### src/sv/sha_pkg.sv
// Shared types, constants and tables for the SHA-256 byte-stream hasher.
`default_nettype none

package sha_pkg;

    localparam int HASH_WORDS  = 8;
    localparam int BLOCK_WORDS = 16;
    localparam int ROUNDS      = 64;

    localparam logic [31:0] H_INIT [HASH_WORDS] = '{
        32'h6a09e667, 32'hbb67ae85, 32'h3c6ef372, 32'ha54ff53a,
        32'h510e527f, 32'h9b05688c, 32'h1f83d9ab, 32'h5be0cd19
    };

    localparam logic [31:0] ROUND_K [ROUNDS] = '{
        32'h428a2f98, 32'h71374491, 32'hb5c0fbcf, 32'he9b5dba5,
        32'h3956c25b, 32'h59f111f1, 32'h923f82a4, 32'hab1c5ed5,
        32'hd807aa98, 32'h12835b01, 32'h243185be, 32'h550c7dc3,
        32'h72be5d74, 32'h80deb1fe, 32'h9bdc06a7, 32'hc19bf174,
        32'he49b69c1, 32'hefbe4786, 32'h0fc19dc6, 32'h240ca1cc,
        32'h2de92c6f, 32'h4a7484aa, 32'h5cb0a9dc, 32'h76f988da,
        32'h983e5152, 32'ha831c66d, 32'hb00327c8, 32'hbf597fc7,
        32'hc6e00bf3, 32'hd5a79147, 32'h06ca6351, 32'h14292967,
        32'h27b70a85, 32'h2e1b2138, 32'h4d2c6dfc, 32'h53380d13,
        32'h650a7354, 32'h766a0abb, 32'h81c2c92e, 32'h92722c85,
        32'ha2bfe8a1, 32'ha81a664b, 32'hc24b8b70, 32'hc76c51a3,
        32'hd192e819, 32'hd6990624, 32'hf40e3585, 32'h106aa070,
        32'h19a4c116, 32'h1e376c08, 32'h2748774c, 32'h34b0bcb5,
        32'h391c0cb3, 32'h4ed8aa4a, 32'h5b9cca4f, 32'h682e6ff3,
        32'h748f82ee, 32'h78a5636f, 32'h84c87814, 32'h8cc70208,
        32'h90befffa, 32'ha4506ceb, 32'hbef9a3f7, 32'hc67178f2
    };

    // Hash word store access: one read and one write port.
    typedef struct packed {
        logic        rd_en;
        logic [2:0]  rd_addr;
        logic        wr_en;
        logic [2:0]  wr_addr;
        logic [31:0] wr_data;
    } t_hs_req;

    // Round core control.
    typedef struct packed {
        logic       w_load;
        logic       v_load;
        logic       rnd;
        logic [2:0] v_idx;
        logic [5:0] k_idx;
    } t_core_ctl;

endpackage

`default_nettype wire

### src/sv/sha_ram.sv
// Generic single-write, single-read synchronous RAM with registered read data.
`default_nettype none

module sha_ram #(
    parameter int WIDTH = 32,
    parameter int DEPTH = 16
) (
    input  wire logic                     i_clk,
    input  wire logic                     i_we,
    input  wire logic [$clog2(DEPTH)-1:0] i_waddr,
    input  wire logic [WIDTH-1:0]         i_wdata,
    input  wire logic                     i_re,
    input  wire logic [$clog2(DEPTH)-1:0] i_raddr,
    output logic      [WIDTH-1:0]         o_rdata
);

    logic [WIDTH-1:0] r_mem [DEPTH];
    logic [WIDTH-1:0] r_rdata;

    always_ff @(posedge i_clk) begin
        if (i_we) begin
            r_mem[i_waddr] <= i_wdata;
        end
        if (i_re) begin
            r_rdata <= r_mem[i_raddr];
        end
    end

    assign o_rdata = r_rdata;

endmodule

`default_nettype wire

### src/sv/sha_hstore.sv
// Hash word store: RAM plus per-word valid bits that stand in for the initial values.
`default_nettype none

module sha_hstore (
    input  wire logic             i_clk,
    input  wire logic             i_rst_n,
    input  wire logic             i_clear,
    input  wire sha_pkg::t_hs_req i_req,
    output logic [31:0]           o_rd_data
);
    import sha_pkg::*;

    logic [HASH_WORDS-1:0] r_valid;
    logic                  r_q_vld;
    logic [2:0]            r_q_idx;
    logic [31:0]           ram_q;

    sha_ram #(
        .WIDTH (32),
        .DEPTH (HASH_WORDS)
    ) u_ram (
        .i_clk   (i_clk),
        .i_we    (i_req.wr_en),
        .i_waddr (i_req.wr_addr),
        .i_wdata (i_req.wr_data),
        .i_re    (i_req.rd_en),
        .i_raddr (i_req.rd_addr),
        .o_rdata (ram_q)
    );

    always_ff @(posedge i_clk) begin
        if (!i_rst_n || i_clear) begin
            r_valid <= '0;
        end else if (i_req.wr_en) begin
            r_valid[i_req.wr_addr] <= 1'b1;
        end
    end

    // Track whether the word being read had been written yet.
    always_ff @(posedge i_clk) begin
        if (!i_rst_n) begin
            r_q_vld <= 1'b0;
            r_q_idx <= '0;
        end else if (i_req.rd_en) begin
            r_q_vld <= r_valid[i_req.rd_addr];
            r_q_idx <= i_req.rd_addr;
        end
    end

    assign o_rd_data = r_q_vld ? ram_q : H_INIT[r_q_idx];

endmodule

`default_nettype wire

### src/sv/sha_core.sv
// Round core: rolling message schedule and working variables, one round per cycle.
`default_nettype none

module sha_core (
    input  wire logic               i_clk,
    input  wire sha_pkg::t_core_ctl i_ctl,
    input  wire logic [31:0]        i_w_in,
    input  wire logic [31:0]        i_h_in,
    output logic [31:0]             o_v_sel
);
    import sha_pkg::*;

    logic [31:0] r_w [BLOCK_WORDS];
    logic [31:0] r_v [HASH_WORDS];

    logic [31:0] w_new;
    logic [31:0] s0_sig;
    logic [31:0] s1_sig;
    logic [31:0] big_s0;
    logic [31:0] big_s1;
    logic [31:0] ch;
    logic [31:0] maj;
    logic [31:0] t1;
    logic [31:0] t2;

    function automatic logic [31:0] f_rotr(input logic [31:0] x, input int unsigned n);
        return (x >> n) | (x << (32 - n));
    endfunction

    always_comb begin
        s0_sig = f_rotr(r_w[1], 7) ^ f_rotr(r_w[1], 18) ^ (r_w[1] >> 3);
        s1_sig = f_rotr(r_w[14], 17) ^ f_rotr(r_w[14], 19) ^ (r_w[14] >> 10);
        w_new  = r_w[0] + s0_sig + r_w[9] + s1_sig;

        big_s1 = f_rotr(r_v[4], 6) ^ f_rotr(r_v[4], 11) ^ f_rotr(r_v[4], 25);
        ch     = (r_v[4] & r_v[5]) ^ (~r_v[4] & r_v[6]);
        t1     = r_v[7] + big_s1 + ch + ROUND_K[i_ctl.k_idx] + r_w[0];
        big_s0 = f_rotr(r_v[0], 2) ^ f_rotr(r_v[0], 13) ^ f_rotr(r_v[0], 22);
        maj    = (r_v[0] & r_v[1]) ^ (r_v[0] & r_v[2]) ^ (r_v[1] & r_v[2]);
        t2     = big_s0 + maj;
    end

    // Slot 0 always holds the word for the current round.
    always_ff @(posedge i_clk) begin
        if (i_ctl.w_load || i_ctl.rnd) begin
            for (int i = 0; i < BLOCK_WORDS - 1; i++) begin
                r_w[i] <= r_w[i + 1];
            end
            r_w[BLOCK_WORDS - 1] <= i_ctl.w_load ? i_w_in : w_new;
        end
    end

    always_ff @(posedge i_clk) begin
        if (i_ctl.v_load) begin
            r_v[i_ctl.v_idx] <= i_h_in;
        end else if (i_ctl.rnd) begin
            r_v[7] <= r_v[6];
            r_v[6] <= r_v[5];
            r_v[5] <= r_v[4];
            r_v[4] <= r_v[3] + t1;
            r_v[3] <= r_v[2];
            r_v[2] <= r_v[1];
            r_v[1] <= r_v[0];
            r_v[0] <= t1 + t2;
        end
    end

    assign o_v_sel = r_v[i_ctl.v_idx];

endmodule

`default_nettype wire

### src/sv/sha256_byte_stream_hasher_top.sv
// Top level of the SHA-256 byte-stream hasher: byte packing, padding and sequencing.
//
//  port group   dir  tdata             tuser           tlast
//  s_axis       in   [7:0] data_byte   has_byte        end_of_message
//  m_axis       out  [31:0] digest     [2:0] word_idx  last_word
//
//  Byte beats are accepted while the block is idle; every 64th byte starts a
//  compression (schedule load, 64 rounds, hash update) with s_axis stalled.
//  The final beat pads at one word per cycle (one or two blocks), then each
//  digest word is read from the hash store and held until m_axis takes it.
//  Reset (i_rst_n low, synchronous) returns the block to the initial hash
//  values with an empty buffer; the same happens after the eighth digest beat.
`default_nettype none

module sha256_byte_stream_hasher_top (
    input  wire logic        i_clk,
    input  wire logic        i_rst_n,
    input  wire logic        i_s_axis_tvalid,
    output logic             o_s_axis_tready,
    input  wire logic [7:0]  i_s_axis_tdata,   // [7:0] data_byte
    input  wire logic        i_s_axis_tuser,   // [0] has_byte
    input  wire logic        i_s_axis_tlast,   // end_of_message
    output logic             o_m_axis_tvalid,
    input  wire logic        i_m_axis_tready,
    output logic [31:0]      o_m_axis_tdata,   // [31:0] digest_word
    output logic [2:0]       o_m_axis_tuser,   // [2:0] word_index
    output logic             o_m_axis_tlast    // last_word
);
    import sha_pkg::*;

    typedef enum logic [2:0] {
        S_IDLE,
        S_PAD,
        S_LOAD,
        S_ROUND,
        S_UPD,
        S_ORD,
        S_OSHOW
    } t_state;

    t_state      r_state;
    logic [5:0]  r_cnt;
    logic [5:0]  r_fill;
    logic [23:0] r_word;
    logic [63:0] r_bitlen;
    logic [3:0]  r_wi;
    logic        r_marked;
    logic        r_len_ok;
    logic        r_len_done;
    logic        r_pad_mode;
    logic [2:0]  r_oidx;

    logic        s_acc;
    logic        m_acc;
    logic [5:0]  n_fill;
    logic [5:0]  cnt_m1;
    logic        mark_fits;
    logic [31:0] pad_word;

    logic        buf_we;
    logic [3:0]  buf_waddr;
    logic [31:0] buf_wdata;
    logic        buf_re;
    logic [31:0] buf_q;

    t_hs_req     hs_req;
    logic        hs_clear;
    logic [31:0] h_rd;

    t_core_ctl   core_ctl;
    logic [31:0] v_sel;

    assign o_s_axis_tready = (r_state == S_IDLE);
    assign o_m_axis_tvalid = (r_state == S_OSHOW);
    assign s_acc           = i_s_axis_tvalid && o_s_axis_tready;
    assign m_acc           = o_m_axis_tvalid && i_m_axis_tready;
    assign n_fill          = r_fill + 6'd1;
    assign cnt_m1          = r_cnt - 6'd1;
    assign mark_fits       = (r_wi <= 4'd13);

    // Padding word: the marker byte after the bytes already collected, then zeros and the bit length.
    always_comb begin
        pad_word = 32'h0;
        if (!r_marked) begin
            case (r_fill[1:0])
                2'd0:    pad_word = 32'h8000_0000;
                2'd1:    pad_word = {r_word[7:0], 8'h80, 16'h0};
                2'd2:    pad_word = {r_word[15:0], 8'h80, 8'h0};
                default: pad_word = {r_word[23:0], 8'h80};
            endcase
        end else if (r_len_ok && r_wi == 4'd14) begin
            pad_word = r_bitlen[63:32];
        end else if (r_len_ok && r_wi == 4'd15) begin
            pad_word = r_bitlen[31:0];
        end
    end

    always_comb begin
        buf_we    = 1'b0;
        buf_waddr = r_fill[5:2];
        buf_wdata = {r_word, i_s_axis_tdata};
        if (r_state == S_PAD) begin
            buf_we    = 1'b1;
            buf_waddr = r_wi;
            buf_wdata = pad_word;
        end else if (s_acc && i_s_axis_tuser && r_fill[1:0] == 2'd3) begin
            buf_we = 1'b1;
        end
    end

    assign buf_re = (r_state == S_LOAD) && (r_cnt[5:4] == 2'd0);

    sha_ram #(
        .WIDTH (32),
        .DEPTH (BLOCK_WORDS)
    ) u_buf (
        .i_clk   (i_clk),
        .i_we    (buf_we),
        .i_waddr (buf_waddr),
        .i_wdata (buf_wdata),
        .i_re    (buf_re),
        .i_raddr (r_cnt[3:0]),
        .o_rdata (buf_q)
    );

    always_comb begin
        hs_req         = '0;
        hs_req.rd_addr = r_cnt[2:0];
        hs_req.wr_addr = cnt_m1[2:0];
        hs_req.wr_data = h_rd + v_sel;
        unique case (r_state)
            S_LOAD: begin
                hs_req.rd_en = (r_cnt < 6'd8);
            end
            S_UPD: begin
                hs_req.rd_en = (r_cnt < 6'd8);
                hs_req.wr_en = (r_cnt != 6'd0);
            end
            S_ORD: begin
                hs_req.rd_en   = 1'b1;
                hs_req.rd_addr = r_oidx;
            end
            default: begin
                hs_req.rd_en = 1'b0;
            end
        endcase
    end

    assign hs_clear = m_acc && (r_oidx == 3'd7);

    sha_hstore u_hstore (
        .i_clk     (i_clk),
        .i_rst_n   (i_rst_n),
        .i_clear   (hs_clear),
        .i_req     (hs_req),
        .o_rd_data (h_rd)
    );

    always_comb begin
        core_ctl.w_load = (r_state == S_LOAD) && (r_cnt != 6'd0);
        core_ctl.v_load = (r_state == S_LOAD) && (r_cnt != 6'd0) && (r_cnt <= 6'd8);
        core_ctl.rnd    = (r_state == S_ROUND);
        core_ctl.v_idx  = cnt_m1[2:0];
        core_ctl.k_idx  = r_cnt;
    end

    sha_core u_core (
        .i_clk   (i_clk),
        .i_ctl   (core_ctl),
        .i_w_in  (buf_q),
        .i_h_in  (h_rd),
        .o_v_sel (v_sel)
    );

    // Hold the partial word until its fourth byte arrives.
    always_ff @(posedge i_clk) begin
        if (s_acc && i_s_axis_tuser) begin
            r_word <= {r_word[15:0], i_s_axis_tdata};
        end
    end

    always_ff @(posedge i_clk) begin
        if (!i_rst_n) begin
            r_state    <= S_IDLE;
            r_cnt      <= '0;
            r_fill     <= '0;
            r_bitlen   <= '0;
            r_wi       <= '0;
            r_marked   <= 1'b0;
            r_len_ok   <= 1'b0;
            r_len_done <= 1'b0;
            r_pad_mode <= 1'b0;
            r_oidx     <= '0;
        end else begin
            unique case (r_state)
                S_IDLE: begin
                    if (s_acc) begin
                        r_marked   <= 1'b0;
                        r_len_done <= 1'b0;
                        r_pad_mode <= i_s_axis_tlast;
                        if (i_s_axis_tuser) begin
                            r_fill   <= n_fill;
                            r_bitlen <= r_bitlen + 64'd8;
                            r_wi     <= n_fill[5:2];
                            if (r_fill == 6'd63) begin
                                r_state <= S_LOAD;
                                r_cnt   <= '0;
                            end else if (i_s_axis_tlast) begin
                                r_state <= S_PAD;
                            end
                        end else if (i_s_axis_tlast) begin
                            r_wi    <= r_fill[5:2];
                            r_state <= S_PAD;
                        end
                    end
                end
                S_PAD: begin
                    if (!r_marked) begin
                        r_marked <= 1'b1;
                        r_len_ok <= mark_fits;
                    end
                    if (r_wi == 4'd15) begin
                        r_len_done <= r_marked ? r_len_ok : mark_fits;
                        r_state    <= S_LOAD;
                        r_cnt      <= '0;
                    end else begin
                        r_wi <= r_wi + 4'd1;
                    end
                end
                S_LOAD: begin
                    if (r_cnt == 6'd16) begin
                        r_state <= S_ROUND;
                        r_cnt   <= '0;
                    end else begin
                        r_cnt <= r_cnt + 6'd1;
                    end
                end
                S_ROUND: begin
                    if (r_cnt == 6'd63) begin
                        r_state <= S_UPD;
                        r_cnt   <= '0;
                    end else begin
                        r_cnt <= r_cnt + 6'd1;
                    end
                end
                S_UPD: begin
                    r_cnt <= r_cnt + 6'd1;
                    if (r_cnt == 6'd8) begin
                        if (!r_pad_mode) begin
                            r_state <= S_IDLE;
                        end else if (r_len_done) begin
                            r_state <= S_ORD;
                            r_oidx  <= '0;
                        end else begin
                            // Extra padding block: the marker if not yet placed, zeros, then the length.
                            r_state  <= S_PAD;
                            r_wi     <= '0;
                            r_len_ok <= 1'b1;
                        end
                    end
                end
                S_ORD: begin
                    r_state <= S_OSHOW;
                end
                S_OSHOW: begin
                    if (m_acc) begin
                        if (r_oidx == 3'd7) begin
                            r_state    <= S_IDLE;
                            r_fill     <= '0;
                            r_bitlen   <= '0;
                            r_pad_mode <= 1'b0;
                            r_len_done <= 1'b0;
                        end else begin
                            r_oidx  <= r_oidx + 3'd1;
                            r_state <= S_ORD;
                        end
                    end
                end
                default: begin
                    r_state <= S_IDLE;
                end
            endcase
        end
    end

    assign o_m_axis_tdata = h_rd;
    assign o_m_axis_tuser = r_oidx;
    assign o_m_axis_tlast = (r_oidx == 3'd7);

    a_buf_port_excl: assert property (@(posedge i_clk) disable iff (!i_rst_n)
        !(buf_we && buf_re))
        else $error("block buffer written and read in the same cycle");

    a_upd_addr: assert property (@(posedge i_clk) disable iff (!i_rst_n)
        (r_state == S_UPD && r_cnt != 6'd0) |-> ($past(hs_req.rd_addr) == hs_req.wr_addr))
        else $error("hash update writes a word other than the one read");

    a_round_entry: assert property (@(posedge i_clk) disable iff (!i_rst_n)
        $rose(r_state == S_ROUND) |-> ($past(r_cnt) == 6'd16))
        else $error("rounds started before the schedule was loaded");

    a_digest_done: assert property (@(posedge i_clk) disable iff (!i_rst_n)
        hs_clear |=> (r_state == S_IDLE && r_fill == 6'd0 && r_bitlen == 64'd0))
        else $error("state not cleared after the last digest beat");

endmodule

`default_nettype wire
### config.mk
export PLATFORM = sky130hd
export DESIGN_NAME = sha256_byte_stream_hasher_top
export DESIGN_NICKNAME = d
export VERILOG_FILES = /design/src/sv/sha_pkg.sv /design/src/sv/sha_ram.sv /design/src/sv/sha_hstore.sv /design/src/sv/sha_core.sv /design/src/sv/sha256_byte_stream_hasher_top.sv
export SDC_FILE = /design/constraint.sdc
export NUM_CORES = 2
export LEC_CHECK = 0
export BUFFER_PORTS_ARGS = -buffer_cell sky130_fd_sc_hd__buf_2
export CAP_MARGIN = 20
export CORE_MARGIN = 2
export CORE_UTILIZATION = 30
export CTS_BUF_LIST = sky130_fd_sc_hd__clkbuf_2 sky130_fd_sc_hd__clkbuf_4 sky130_fd_sc_hd__clkbuf_8
export CTS_CLUSTER_SIZE = 40
export DETAILED_ROUTE_END_ITERATION = 16
export PLACE_DENSITY = 0.48
export RECOVER_POWER = 25
export SYNTH_ARGS = -nofsm -noshare
export SYNTH_HDL_FRONTEND = slang
export SYNTH_SLANG_ARGS = --single-unit
### constraint.sdc
create_clock -name i_clk -period 20.1 [get_ports i_clk]
set_clock_uncertainty 0.05 [all_clocks]
set_input_delay 2.01 -clock i_clk [delete_from_list [all_inputs] [get_ports i_clk]]
set_output_delay 2.01 -clock i_clk [all_outputs]
set_load 0.01 [all_outputs]
==> metrics.md <==
| Metric | Value |
|---|---|
| CP peak stage delay | `2.37 ns` |
| Crit path max fanout | `71` |
| Least-Margin Pin Slew | `6.07 ns` |
| Design Power | `0.0181 W` |
| Reg2reg start | `r_cnt[4]` |
| CTS Buffer Depth | `4` |
| Total CTS buffers | `313` |
| Leak | `32.0 nW` |
| Vias per Instance | `5.12` |
| Minimum clock period after layout | `12.10 ns` |
| Root buffer cell | `clkbuf_8` |
| RSZ-0062 raised after global routing | `false` |
| Post-cts sizing count | `0` |
| Crit end category | `flip-flop` |
| Pin count of the biggest net entering global routing | `198` |
| TritonCTS clock tree | `done` |
| Worst EP arrival | `12.61 ns` |
| WL met1 | `116000 um` |
| FF+latch count, synth | `1723` |
| Total die area | `0.281 mm2` |
| Top Ports | `52` |
| Antenna violations before repair | `25` |
| Layout cells sized above 1 | `15.4%` |
| Global Route Usage Sum | `18.1%` |
| Area Growth Syn to Fin | `12.7%` |
| Filler cells | `27.1k` |
| Starting Density | `30.2%` |
| CP max-delay cell | `clkbuf_1` |
| Post-DR wirelength/cell | `25.8 um` |
| Max transition margin | `-305%` |
| Worst Path Required | `20.61 ns` |
| Port buffer count | `51` |
| Core Util, Final | `34.1%` |
| Outcome | `finished, violations left` |
| Worst R2R Path Depth | `28` |
| Ys Warns | `0` |
| Number of enable flip-flop cells after synthesis | `1624` |
| CTS Sinks | `1723` |
| Max Slew Vio Count | `495` |
| Max Used Layer | `met5` |
| Ys flop type | `edfxtp_1` |
| Startpoint of the worst hold path | `u_core.r_w[3][20]` |
| Power Dens Cells | `194 mW/mm2` |
| DR WL met2 | `117000 um` |
| Max-Cap Viols | `9` |
| Netlist Area Pre-Place | `0.0829 mm2` |
| Switching pwr | `0.00781 W` |
| Setup TNS | `0 ns` |
| Achievable Freq | `0.0826 GHz` |
| Slack of the critical path | `8.00 ns` |
| Startpoint Class | `flip-flop` |
| Post-route antenna net violation count | `0` |
| Flop pwr share | `27.2%` |
| Skew-Pair Late Insertion Delay | `1.06 ns` |
| Reg clk slew, reported paths | `0.06 ns` |
| First-pass DRT Iterations | `5` |
| Finish-stage setup viols | `0` |
| Gp weighted congestion | `0.929` |
| Synth Instances | `5884` |
| Top cell by count, worst path | `fa_1` |
| Clk pwr share | `17.4%` |
| Syn Area/Cell | `14.1 um2` |
| Vias | `50.8k` |
| Proportion of synthesized chip area in sequential cells | `61.2%` |
| Async SR Flop Fraction | `0%` |
| Site Rows | `192` |
| Overflow after GRT | `0` |
| Setup WS pre-CTS | `9.30 ns` |
| Distinct cells, synth | `88` |
| Number of post-CTS setup repair buffers | `0` |
| Endpoints failing hold | `0` |
| Metal3 WL | `15400 um` |
| Critical path class | `reg -> reg` |
| Overall routed net length | `257000 um` |
| H-tree depth | `5` |
| Min-delay worst type | `reg -> reg` |
| Int Power | `0.0103 W` |
| Hold endpoint | `u_core.r_w[2][116]` |
| Fin crit share | `60.2%` |
| R2R Path End | `u_core.r_v[0][24]` |
| Violated checks | `max-capacitance violations, max-slew violations` |
| Sw Share | `43.1%` |
| First-pass GRT wire length | `368000 um` |
| Post-CTS Hold Buffers | `0` |
| Die X | `530 um` |
| Combinational power share | `55.4%` |
| Die height | `530 um` |
| Number of global-route vias before repair | `50.8k` |
| Core area | `0.274 mm2` |
| DPL Wire Length | `174000 um` |
| DRC marker count from the first detailed-route iteration | `5002` |
| WHS Path Cells | `0` |
| Net Count, Synth | `6281` |
| Peak VDD IR | `234 uV` |
| Final routed DRC violation total | `0` |
| FF-to-FF setup slack | `8.00 ns` |
| Nets | `6442` |
power by group through the flow:
stage	registers [W]	clock network [W]	logic, W
6_report	0.00493	0.00315	0.0100
5_1_grt	0.00494	0.00341	0.0110
3_3_place_gp	0.00499	0	0.00979
3_5_place_dp	0.00500	0	0.00984
4_1_cts	0.00493	0.00326	0.00993
2_1_floorplan	0.00497	0	0.00694
cells in the final DEF (no fill, tap or decap), drive strengths merged, types with 22 or more instances in the layout:
cell type  instances
a31oi             47
mux2              58
a22oi            142
fa               188
a21oi            232
buf              142
or3               27
and2              22
o21ai            257
nand4             51
inv              371
nand2b            37
edfxtp          1624
o21bai            24
a211oi            42
o21a             116
dfxtp             99
nor2             339
and3              34
nand3             80
clkbuf           431
xor2             176
nand2            365
a21o             174
nor3              51
mux4             234
xnor2            276
ha               195
clkinv            94
layer usage:
metal	global-route usage [%]	up-vias
met1	25.4	26300
met4	5.59	8
met5	0	-
met3	3.56	424
met2	28.0	1730
li1	-	22400
registers in the layout, indices dropped and copies added, names as in the netlist:
signal and flops:
r_state 3, r_bitlen 61, u_buf.o_rdata 32, r_cnt 6
r_marked 1, u_core.r_v 256, u_hstore.r_q_vld 1, u_hstore.r_q_idx 3
u_hstore.u_ram.o_rdata 32, r_pad_mode 1, u_hstore.r_valid 8, r_word 24
u_core.r_w 512, u_buf.r_mem 512, r_fill 6, r_wi 4
u_hstore.u_ram.r_mem 256, r_len_ok 1, r_len_done 1, o_m_axis_tuser 3
synthesized netlist by cell type, drive strengths merged, types with 58 or more instances:
master	count	share of area, %
a21o	174	1.6
a21oi	232	1.4
a22oi	142	1.3
buf	58	0.29
clkbuf	259	1.2
dfxtp	99	2.4
edfxtp	1624	59
fa	188	4.5
ha	195	2.9
inv	370	1.7
mux2	58	0.79
mux4	234	6.4
nand2	365	1.7
nand3	80	0.48
nor2	339	1.5
o21a	116	1.1
o21ai	257	1.6
xnor2	276	2.9
xor2	176	1.9
kinds of logic after synthesis:
family                     count (synthesis)  share of synthesized area (%)
DFF                                     1723                           61.2
AOI/OAI and AO/OA                       1248                           10.0
and+or+nand+nor                         1073                           5.89
buffers and inverters                    690                           3.18
xor gates and xnor gates                 452                           4.78
adders and majority gates                385                           7.51
muxes                                    313                           7.40
area by class of cell:
type                       count  area (um2)  share of cell area (%)
timing repair buffer         163        1090                    1.17
multi-input combinational   3471       29800                    31.9
antenna                        8        20.0                  0.0214
inverter                     373        1400                    1.50
tap                         3686        4610                    4.93
clock buffer                 410        5090                    5.45
clock inverter               104         631                   0.675
sequential                  1723       50800                    54.3
per-stage QoR:
stage | hold slack (ns) | cell area, um2 | instances
3_3_place_gp | 0.350 | 87800 | 9412
5_1_grt | 0.314 | 93400 | 9934
3_5_place_dp | 0.355 | 87800 | 9413
2_1_floorplan | 0.350 | 82900 | 5884
4_1_cts | 0.303 | 93500 | 9927
6_report | 0.305 | 93500 | 9938
critical path: cells and delay by family (launching register included):
| family | cells | cell delay (ns) |
|---|---|---|
| AO/OA/AOI/OAI | 13 | 4.20 |
| XOR/XNOR | 2 | 0.41 |
| flip-flops | 1 | 1.26 |
| buffers and inverters | 5 | 2.68 |
| AND/OR/NAND/NOR | 1 | 0.19 |
| adder cells (fa/ha/maj) | 7 | 2.84 |
worst max path at each step:
stage	from	to	slack, ns	cells after the start
finish	r_cnt[4]	u_core.r_v[0][24]	8.00	28
global route	r_cnt[4]	u_core.r_v[0][29]	6.83	31
global placement	r_cnt[1]	u_core.r_v[0][31]	9.40	31
CTS	r_cnt[1]	u_core.r_v[0][31]	9.29	31
detailed placement	r_cnt[1]	u_core.r_v[0][31]	9.30	31
floorplan	r_cnt[0]	u_core.r_w[0][0]	5.77	10
Note: power is estimated with default switching activity, not from simulation.
